File: src/hw/rtl/kpse_pkg.sv
// ----------------------------------------------------------------------------
// kpse_pkg
// Shared types, constants and tables of the keypad scan and PIN entry unit.
// ----------------------------------------------------------------------------
package kpse_pkg;

  localparam int PIN_LENGTH = 6;
  localparam int CURSOR_W   = 3;
  localparam int DIG_IDX_W  = (PIN_LENGTH > 1) ? $clog2(PIN_LENGTH) : 1;
  localparam int CFG_IDX_W  = 3;

  localparam logic [3:0] NO_DIGIT = 4'd10;

  localparam logic [CFG_IDX_W-1:0] CFG_DELETE   = 3'd0;
  localparam logic [CFG_IDX_W-1:0] CFG_ENTER    = 3'd1;
  localparam logic [CFG_IDX_W-1:0] CFG_LETTER_A = 3'd2;
  localparam logic [CFG_IDX_W-1:0] CFG_LETTER_B = 3'd3;
  localparam logic [CFG_IDX_W-1:0] CFG_LETTER_C = 3'd4;
  localparam logic [CFG_IDX_W-1:0] CFG_LETTER_D = 3'd5;

  localparam logic RESULT_STATUS = 1'b0;
  localparam logic RESULT_DIGIT  = 1'b1;

  typedef struct packed {
    logic [15:0] first_sample;
    logic [15:0] settled_sample;
  } in_item_t;

  typedef struct packed {
    logic                result_kind;
    logic                key_found;
    logic [3:0]          key_code;
    logic [CURSOR_W-1:0] entry_count;
    logic [3:0]          digit;
    logic                last;
  } out_item_t;

  typedef struct packed {
    logic capture;
    logic scan_step;
    logic edit;
    logic emit_digit;
  } kpse_cmd_t;

  typedef struct packed {
    logic scan_done;
    logic submit;
    logic digit_last;
    logic out_free;
  } kpse_sts_t;

  function automatic logic [3:0] key_to_digit(input logic [3:0] key);
    logic [3:0] d;
    case (key)
      4'd0:    d = 4'd1;
      4'd1:    d = 4'd2;
      4'd2:    d = 4'd3;
      4'd4:    d = 4'd4;
      4'd5:    d = 4'd5;
      4'd6:    d = 4'd6;
      4'd8:    d = 4'd7;
      4'd9:    d = 4'd8;
      4'd10:   d = 4'd9;
      4'd13:   d = 4'd0;
      default: d = NO_DIGIT;
    endcase
    return d;
  endfunction

endpackage

File: src/hw/rtl/kpse_ctrl.sv
// ----------------------------------------------------------------------------
// kpse_ctrl
// Sequencer: accept a scan, step the rows, run the editor, emit digits.
// ----------------------------------------------------------------------------
module kpse_ctrl (
  input  logic              clk,
  input  logic              rst,
  input  logic              in_valid,
  output logic              in_ready,
  input  kpse_pkg::kpse_sts_t sts,
  output kpse_pkg::kpse_cmd_t cmd
);
  import kpse_pkg::*;

  localparam logic [1:0] S_IDLE  = 2'd0;
  localparam logic [1:0] S_SCAN  = 2'd1;
  localparam logic [1:0] S_EDIT  = 2'd2;
  localparam logic [1:0] S_DIGIT = 2'd3;

  logic [1:0] state;
  logic [1:0] state_next;

  always_ff @(posedge clk) begin
    if (rst) begin
      state <= S_IDLE;
    end else begin
      state <= state_next;
    end
  end

  assign in_ready = (state == S_IDLE) && !rst;

  always_comb begin
    state_next = state;
    cmd        = '0;
    case (state)
      S_IDLE: begin
        if (in_valid) begin
          cmd.capture = 1'b1;
          state_next  = S_SCAN;
        end
      end
      S_SCAN: begin
        cmd.scan_step = 1'b1;
        if (sts.scan_done) begin
          state_next = S_EDIT;
        end
      end
      S_EDIT: begin
        if (sts.out_free) begin
          cmd.edit   = 1'b1;
          state_next = sts.submit ? S_DIGIT : S_IDLE;
        end
      end
      S_DIGIT: begin
        if (sts.out_free) begin
          cmd.emit_digit = 1'b1;
          if (sts.digit_last) begin
            state_next = S_IDLE;
          end
        end
      end
      default: begin
        state_next = S_IDLE;
      end
    endcase
  end

endmodule

File: src/hw/rtl/kpse_dpath.sv
// ----------------------------------------------------------------------------
// kpse_dpath
// Row scanner, PIN editor with key store, configuration and output register.
// ----------------------------------------------------------------------------
module kpse_dpath (
  input  logic                             clk,
  input  logic                             rst,
  input  kpse_pkg::kpse_cmd_t              cmd,
  output kpse_pkg::kpse_sts_t              sts,
  input  kpse_pkg::in_item_t               in_data,
  input  logic                             cfg_valid,
  output logic                             cfg_ready,
  input  logic [kpse_pkg::CFG_IDX_W-1:0]   cfg_index,
  input  logic [3:0]                       cfg_data,
  output logic                             out_valid,
  input  logic                             out_ready,
  output kpse_pkg::out_item_t              out_data
);
  import kpse_pkg::*;

  logic [3:0] delete_key;
  logic [3:0] enter_key;
  logic [3:0] letter_a_key;
  logic [3:0] letter_b_key;
  logic [3:0] letter_c_key;
  logic [3:0] letter_d_key;

  logic [15:0] first_q;
  logic [15:0] settled_q;
  logic [3:0]  row_released;
  logic [1:0]  row;
  logic        found;
  logic [3:0]  code;

  logic [CURSOR_W-1:0]  cursor;
  logic [CURSOR_W-1:0]  cursor_next;
  logic [DIG_IDX_W-1:0] dig_idx;
  logic [3:0]           entered_keys [PIN_LENGTH];

  logic [3:0] snap;
  logic [3:0] calm;
  logic       hit;
  logic [1:0] col;
  logic       wr_en;
  logic       submit_now;
  logic       is_letter;
  logic [3:0] stored_key;

  assign cfg_ready = !rst;

  always_ff @(posedge clk) begin
    if (rst) begin
      delete_key   <= 4'd12;
      enter_key    <= 4'd14;
      letter_a_key <= 4'd3;
      letter_b_key <= 4'd7;
      letter_c_key <= 4'd11;
      letter_d_key <= 4'd15;
    end else if (cfg_valid) begin
      case (cfg_index)
        CFG_DELETE:   delete_key   <= cfg_data;
        CFG_ENTER:    enter_key    <= cfg_data;
        CFG_LETTER_A: letter_a_key <= cfg_data;
        CFG_LETTER_B: letter_b_key <= cfg_data;
        CFG_LETTER_C: letter_c_key <= cfg_data;
        CFG_LETTER_D: letter_d_key <= cfg_data;
        default: ;
      endcase
    end
  end

  // row scanner
  assign snap = first_q[{row, 2'b00} +: 4];
  assign calm = settled_q[{row, 2'b00} +: 4];
  assign hit  = row_released[row] && (snap != 4'd0);

  always_comb begin
    if (calm[0]) begin
      col = 2'd0;
    end else if (calm[1]) begin
      col = 2'd1;
    end else if (calm[2]) begin
      col = 2'd2;
    end else begin
      col = 2'd3;
    end
  end

  always_ff @(posedge clk) begin
    if (cmd.capture) begin
      first_q   <= in_data.first_sample;
      settled_q <= in_data.settled_sample;
    end
  end

  always_ff @(posedge clk) begin
    if (rst) begin
      row_released <= 4'hF;
      row          <= 2'd0;
      found        <= 1'b0;
      code         <= 4'd0;
    end else if (cmd.capture) begin
      row   <= 2'd0;
      found <= 1'b0;
      code  <= 4'd0;
    end else if (cmd.scan_step) begin
      if (hit) begin
        row_released[row] <= 1'b0;
        if (calm != 4'd0) begin
          found <= 1'b1;
          code  <= {row, col};
        end
      end else if (snap == 4'd0) begin
        row_released[row] <= 1'b1;
      end
      row <= row + 2'd1;
    end
  end

  // PIN editor
  assign is_letter = (code == letter_a_key) || (code == letter_b_key) ||
                     (code == letter_c_key) || (code == letter_d_key);

  always_comb begin
    cursor_next = cursor;
    wr_en       = 1'b0;
    submit_now  = 1'b0;
    if (found) begin
      if (code == delete_key) begin
        if (cursor != '0) begin
          cursor_next = cursor - CURSOR_W'(1);
        end
      end else if (cursor < CURSOR_W'(PIN_LENGTH)) begin
        if (code == enter_key) begin
          cursor_next = '0;
        end else if (!is_letter) begin
          wr_en       = 1'b1;
          cursor_next = cursor + CURSOR_W'(1);
        end
      end else begin
        submit_now  = (code == enter_key);
        cursor_next = '0;
      end
    end
  end

  always_ff @(posedge clk) begin
    if (cmd.edit && wr_en) begin
      entered_keys[cursor[DIG_IDX_W-1:0]] <= code;
    end
  end

  assign stored_key = entered_keys[dig_idx];

  always_ff @(posedge clk) begin
    if (rst) begin
      cursor  <= '0;
      dig_idx <= '0;
    end else if (cmd.edit) begin
      cursor  <= cursor_next;
      dig_idx <= '0;
    end else if (cmd.emit_digit) begin
      dig_idx <= dig_idx + DIG_IDX_W'(1);
    end
  end

  // output register
  always_ff @(posedge clk) begin
    if (rst) begin
      out_valid <= 1'b0;
    end else if (cmd.edit || cmd.emit_digit) begin
      out_valid <= 1'b1;
    end else if (out_ready) begin
      out_valid <= 1'b0;
    end
  end

  always_ff @(posedge clk) begin
    if (cmd.edit) begin
      out_data.result_kind <= RESULT_STATUS;
      out_data.key_found   <= found;
      out_data.key_code    <= found ? code : 4'd0;
      out_data.entry_count <= cursor_next;
      out_data.digit       <= NO_DIGIT;
      out_data.last        <= !submit_now;
    end else if (cmd.emit_digit) begin
      out_data.result_kind <= RESULT_DIGIT;
      out_data.key_found   <= 1'b1;
      out_data.key_code    <= stored_key;
      out_data.entry_count <= cursor;
      out_data.digit       <= key_to_digit(stored_key);
      out_data.last        <= (dig_idx == DIG_IDX_W'(PIN_LENGTH - 1));
    end
  end

  assign sts.scan_done  = (hit && (calm != 4'd0)) || (row == 2'd3);
  assign sts.submit     = submit_now;
  assign sts.digit_last = (dig_idx == DIG_IDX_W'(PIN_LENGTH - 1));
  assign sts.out_free   = !out_valid || out_ready;

endmodule

File: src/hw/rtl/keypad_scan_pin_entry_unit.sv
// ----------------------------------------------------------------------------
// keypad_scan_pin_entry_unit
// 4x4 keypad scanner feeding a PIN entry editor; emits a status result per
// scan and, on submit, one digit result per stored key.
// ----------------------------------------------------------------------------
//  channel | signals                               | role
//  in      | in_valid, in_ready, in_data           | one keypad scan
//  out     | out_valid, out_ready, out_data        | status and digit results
//  cfg     | cfg_valid, cfg_ready, cfg_index/_data | key code registers
//
//  A scan has an accept step, a row scan over 1 to 4 rows (one row per cycle, stop at
//  the first new key) and an editor step that loads the status result.
//  A submit then emits one digit result per stored key, 6 in all, through the output register.
//  The next scan is accepted while the last result still waits in the output
//  register; an output stall holds the editor and digit steps.
//  Reset restores rows released, cursor zero and the default key codes.
// ----------------------------------------------------------------------------
module keypad_scan_pin_entry_unit (
  input  logic                           clk,
  input  logic                           rst,
  input  logic                           in_valid,
  output logic                           in_ready,
  input  kpse_pkg::in_item_t             in_data,
  output logic                           out_valid,
  input  logic                           out_ready,
  output kpse_pkg::out_item_t            out_data,
  input  logic                           cfg_valid,
  output logic                           cfg_ready,
  input  logic [kpse_pkg::CFG_IDX_W-1:0] cfg_index,
  input  logic [3:0]                     cfg_data
);
  import kpse_pkg::*;

  kpse_cmd_t cmd;
  kpse_sts_t sts;

  kpse_ctrl u_ctrl (
    .clk      (clk),
    .rst      (rst),
    .in_valid (in_valid),
    .in_ready (in_ready),
    .sts      (sts),
    .cmd      (cmd)
  );

  kpse_dpath u_dpath (
    .clk       (clk),
    .rst       (rst),
    .cmd       (cmd),
    .sts       (sts),
    .in_data   (in_data),
    .cfg_valid (cfg_valid),
    .cfg_ready (cfg_ready),
    .cfg_index (cfg_index),
    .cfg_data  (cfg_data),
    .out_valid (out_valid),
    .out_ready (out_ready),
    .out_data  (out_data)
  );

endmodule

File: config.mk
export PLATFORM = sky130hd
export DESIGN_NAME = keypad_scan_pin_entry_unit
export DESIGN_NICKNAME = d
export VERILOG_FILES = /design/src/hw/rtl/kpse_pkg.sv /design/src/hw/rtl/kpse_ctrl.sv /design/src/hw/rtl/kpse_dpath.sv /design/src/hw/rtl/keypad_scan_pin_entry_unit.sv
export SDC_FILE = /design/constraint.sdc
export NUM_CORES = 1
export LEC_CHECK = 0
export BUFFER_PORTS_ARGS = -buffer_cell sky130_fd_sc_hd__clkbuf_2
export CAP_MARGIN = 40
export CORE_MARGIN = 4
export CORE_UTILIZATION = 46
export CTS_CLUSTER_DIAMETER = 150
export DETAILED_ROUTE_END_ITERATION = 16
export GPL_ROUTABILITY_DRIVEN = 0
export HOLD_SLACK_MARGIN = 0.1
export PLACE_DENSITY = 0.67
export SLEW_MARGIN = 0
export SYNTH_ARGS = -nofsm -noshare
export SYNTH_HDL_FRONTEND = slang
export SYNTH_HIERARCHICAL = 1
export SYNTH_SLANG_ARGS = --single-unit
File: constraint.sdc
create_clock -name clk -period 4.2 [get_ports clk]
set_clock_uncertainty 0.15 [all_clocks]
set_input_delay 0.63 -clock clk [delete_from_list [all_inputs] [get_ports clk]]
set_output_delay 0.63 -clock clk [all_outputs]
set_load 0.005 [all_outputs]
Word level (Yosys, flattened, before mapping)

Memory sizes are Yosys's and may differ from the RTL's. A register that Yosys moved wholly into a read port is not among the register bits.
Cells that the tools add are included.

Register bits after elaboration: 90
RAM bits: 24
ROM bits: 64
Input port bits: 44
Output and inout bits: 17
Logic and storage cells: 137
Memories kept: 2

Memories:

| memory               | depth | width | read ports | clocked after memory_dff | wr ports | RTL line         | RTL |
|---|---|---|---|---|---|---|---|
| (no name shown)      | 16    | 4     | 1          | 0                        | 0        | kpse_pkg.sv:54   | `case (key)` |
| u_dpath.entered_keys | 6     | 4     | 1          | 1                        | 1        | kpse_dpath.sv:38 | `logic [3:0] entered_keys [PIN_LENGTH];` |

Add/sub/neg operators: 4
Order comparisons: 3
Eq/ne operators: 21
Shifts and indexed selects: 2
Multiplexer cells: 45
Bitwise operators: 4
Reduce and logical (&&, ||, !) cells: 34

Operators by type and width:

| cell                | count |
|---|---|
| $shiftx 16x5->4     | 2 |
| $mux 13             | 2 |
| $eq 4x4->1          | 6 |
| $mux 3              | 8 |
| $mux 1              | 21 |
| $mux 2              | 8 |
| $mux 4              | 3 |
| $reduce_and 2->1    | 6 |
| $ne 2x2->1 const B  | 5 |
| $eq 3x3->1 const B  | 3 |
| $pmux 2 s4          | 1 |
| $reduce_bool 4->1   | 2 |
| $add 3x1->3 const B | 2 |
| $eq 2x2->1 const B  | 3 |
| $eq 3x2->1 const B  | 2 |
| $logic_or 1x1->1    | 6 |
| $reduce_and 3->1    | 2 |
| $reduce_bool 2->1   | 3 |
| $logic_and 1x1->1   | 5 |
| $reduce_and 5->1    | 1 |
| $and 4x4->4         | 1 |
| $logic_not 4->1     | 1 |
| $not 4->4           | 1 |
| $or 4x4->4          | 1 |
| 15 further kinds    | 18 |

Logic depth before layout (Yosys ltp)

Depth after elaboration: 12
Mapped depth: 10
Depth with buffers taken out: 9

Cells and area by module

The synthesis kept the hierarchy.

By module, submodules not included:

| module     | instances | cells each | area each (um^2) |
|---|---|---|---|
| kpse_dpath | 1         | 393        | 4979.8 |
| kpse_ctrl  | 1         | 20         | 153.9 |

Least setup slack after synthesis

OpenSTA, ideal clock, no wires.

Kind: input port to flip-flop
From: in in_valid
To: reg u_dpath.code[2]
Arrival: 4.081 ns
Slack: -0.167 ns
Stages on the path: 4
Cells stage by stage: nor3b_1 -> nor2_1 -> nand3_1 -> o21ai_0

Cells in the longest elaborated chain, start to end: 3

Ends and longest elaborated chain:

| what                             | RTL line                         | RTL |
|---|---|---|
| from (decl)                      | keypad_scan_pin_entry_unit.sv:21 | `input logic in_valid,` |
| $mux 1                           | kpse_ctrl.sv:38                  | `if (in_valid) begin` |
| $mux 1                           | kpse_ctrl.sv:36                  | `case (state)` |
| $reduce_or 2->1 (no source line) | -                                |  |
| to (signal assigned)             | kpse_dpath.sv:111                | `code <= {row, col};` |
| to (decl)                        | kpse_dpath.sv:33                 | `logic [3:0] code;` |

Every way passes these cells.
A chain may end at the register's enable or synchronous reset.

==> results.yml <==
run_status:
  status: "complete, no violations"
synth:
  synth_area_per_cell_um2: 12.43
  yosys_most_used_dff: "edfxtp_1"
  syn_area_mm2: 0.005134
  yosys_warnings: 6
  synth_seq_cells: 117
  ys_types: 57
  yosysSeqAreaShare_pct: 58.30
  syn_nets: 471
  synth_edf_count: 65
  async_flop_share_pct: 0
  netlist_instances: 413
worst_setup_path:
  worstSetupPathType: "reg -> reg"
  r2r-end: "u_ctrl/state[0]$_SDFFE_PP0P_"
  worstPathCellList: "xor2_1, or4_1, nor4b_1, a21oi_1, a31o_1, a211oi_2"
  reg2regPathDepth: 6
  worstPathMaxFanout: 14
  rr_startpoint: "u_dpath/code[3]$_SDFFE_PP0P_"
  slowest_stage: "dfxtp_1"
  r2r_setup_slack_ps: 1350
  cp.arrival_ps: 3140
  crit_required_ps: 4490
  cp-start-kind: "flop"
  cpPeakStageDelay_ps: 780
  endpoint_kind: "flop"
clock_tree:
  cts-root-buf: "clkbuf_8"
  cts_made_buffers: 17
  clock_latency_ps: 510
  cts.clk_slew.worst_paths_ps: 60
  cts_tree: "built"
  clock_sinks: 117
  ctsLongestPathBuffers: 2
  post_cts_buffers: 0
  postCtsHoldBufs: 0
  h-tree-depth: 4
  cts_resized: 0
min_path:
  min_to: "u_dpath/first_q[2]$_DFFE_PP_"
  hold_start: "in_data[18]"
  min_path_type: "in -> reg"
  hold_path_depth: 1
floorplan:
  die_y_um: 113.6
  rows: 38
  start_util_pct: 47.15
  pin_count: 61
  coreArea_mm2: 0.01089
  die_w_um: 113.6
  die_area_mm2: 0.01291
drt:
  antenna_left: 0
  dr.pass1.iters: 5
  num_vias: 3323
  wire_per_inst_um: 16.06
  drt_iter0_markers: 176
  wirelength_um: 10120
  via_per_inst: 5.275
  post-route-drc-count: 0
place:
  dp_hpwl_um: 6918
  portBuffers: 60
  post-place-ws_ps: 1237
  dpl_cell_area_mm2: 0.005552
timing:
  rsz0062_at_grt: "no"
  max_slew_margin_pct: 41.53
  hold_viol: 0
  finalWorstSetupSlack_ps: 1350
  finalSetupViolCount: 0
  timing.final.crit_period_ps: 2850
  setup_tns_ps: 0
  slew_violations: 0
  fmax_mhz: 350.8
  worst_pin_slew_ps: 855.0
  period_share_pct: 67.87
cells_and_area:
  design_area_mm2: 0.006180
  layout-drive-gt1-share_pct: 24.08
  final-seq-area_mm2: 0.002993
  antenna_cells: 0
  nFillCells: 877
  nNetsFinal: 535
  multi_input_area_mm2: 0.001989
  syn_to_final_growth_pct: 20.38
global_routing:
  antenna_found_initial: 0
  grt_overflow_total: 0
  grt_pass1_wl_um: 17080
  grt_max_degree: 38
  gr-usage-all-layers_pct: 16.89
  grt_pass1_vias: 3425
power_and_ir_drop:
  power_density_mw_per_mm2: 493.1
  ir_worst_vdd_mv: 0.2510
  p_leak_uw: 0.002360
job:
  cap_viol_max_count: 0
report_power, final:
group	internal [uW]	total, uW	switching (uW)
registers	1280	1320	44.8
logic	99.4	205	106
clock network	1050	1520	474
placed cells by master, fill, tap and decap left out, types with 13 or more instances in the layout:
| master | n |
|---|---|
| a21oi_1 | 18 |
| clkbuf_16 | 16 |
| clkbuf_2 | 60 |
| dfxtp_1 | 52 |
| edfxtp_1 | 65 |
| ha_1 | 14 |
| inv_1 | 13 |
| mux2i_1 | 31 |
| nand2_1 | 39 |
| nand3_1 | 15 |
| nor2_1 | 23 |
| nor3_1 | 17 |
| xnor2_1 | 18 |
state kept, by name (all words and copies together) (netlist names), named ones only:
signal and flops:
u_dpath/delete_key 4, u_dpath/found 1, u_dpath/out_data 14, u_dpath/letter_d_key 4, u_dpath/enter_key 4, u_dpath/settled_q 16
u_dpath/out_valid 1, u_ctrl/state 2, u_dpath/dig_idx 3, u_dpath/code 4, u_dpath/entered_keys 24, u_dpath/cursor 3
u_dpath/letter_c_key 4, u_dpath/row 2, u_dpath/letter_a_key 4, u_dpath/first_q 16, u_dpath/letter_b_key 4
how the worst max path moves through the flow:
stage | startpoint | end | cells past startpoint
CTS | u_dpath/code[3]$_SDFFE_PP0P_ | u_ctrl/state[0]$_SDFFE_PP0P_ | 6
detailed placement | out_ready | u_dpath/entered_keys[0][2]$_DFFE_PP_ | 9
global route | u_dpath/code[0]$_SDFFE_PP0P_ | u_dpath/entered_keys[3][3]$_DFFE_PP_ | 6
finish | u_dpath/code[3]$_SDFFE_PP0P_ | u_ctrl/state[0]$_SDFFE_PP0P_ | 6
global placement | out_ready | u_dpath/entered_keys[3][2]$_DFFE_PP_ | 9
floorplan | in_valid | u_dpath/code[2]$_SDFFE_PP0P_ | 4
layer usage:
metal	share of wire [%]	wire (um)	vias up	global-route usage [%]
li1	-	-	1646	-
met3	4.7	473	12	5.358
met5	0	0	-	0
met1	45	4584	1577	22.13
met4	1.2	125	0	5.048
met2	49	4934	88	26.97
cell type report:
| cell class | count | share of cell area, % |
|---|---|---|
| clock buffer | 21 | 7.269 |
| tap | 140 | 2.835 |
| timing repair buffer | 65 | 5.467 |
| inverter | 15 | 0.9111 |
| clock inverter | 11 | 2.895 |
| multi-input combinational | 261 | 32.19 |
| sequential | 117 | 48.43 |
kinds of logic (layout without fill, tap and decap cells):
group,count (synthesis),count (layout),synth area share [%]
XOR/XNOR,27,27,4.606
AO/OA/AOI/OAI,42,42,5.752
multiplexers,47,47,12.11
flip-flops,117,117,58.30
buffers and inverters,35,112,3.168
adder cells (fa/ha/maj),14,14,3.412
AND/OR/NAND/NOR,131,131,12.65
cells in the mapped netlist (5+ instances only):
cell type  number  area [um^2]
a21oi_1        18        90.09
buf_2           7        35.03
clkbuf_1        9        33.78
dfxtp_1        52         1041
edfxtp_1       65         1952
ha_1           14        175.2
inv_1          13        48.80
mux2i_1        31        310.3
mux4_2          9        202.7
nand2_1        39        146.4
nand3_1        15        75.07
nand4_1         6        37.54
nor2_1         23        86.33
nor3_1         17        85.08
nor4_1          7        43.79
o21ai_0         5        25.02
xnor2_1        18        157.7
xor2_1          9        78.83
critical path, delay by kind of cell (launching register included):
| family | cells | cell delay, ps |
|---|---|---|
| simple gates | 2 | 1090 |
| flops | 1 | 780 |
| compound gates | 3 | 540 |
| xor+xnor | 1 | 200 |
stage by stage:
step                cells  utilization, %  power [uW]  hold slack, ps
floorplan             413               -        1466           267.5
global placement      598           50.99        1545           285.3
detailed placement    598           50.99        1551           295.3
CTS                   630           56.76        3074           123.0
global route          630           56.76        3161           117.0
finish                630           56.76        3047           139.6
Note: power is estimated with default switching activity, not from simulation.
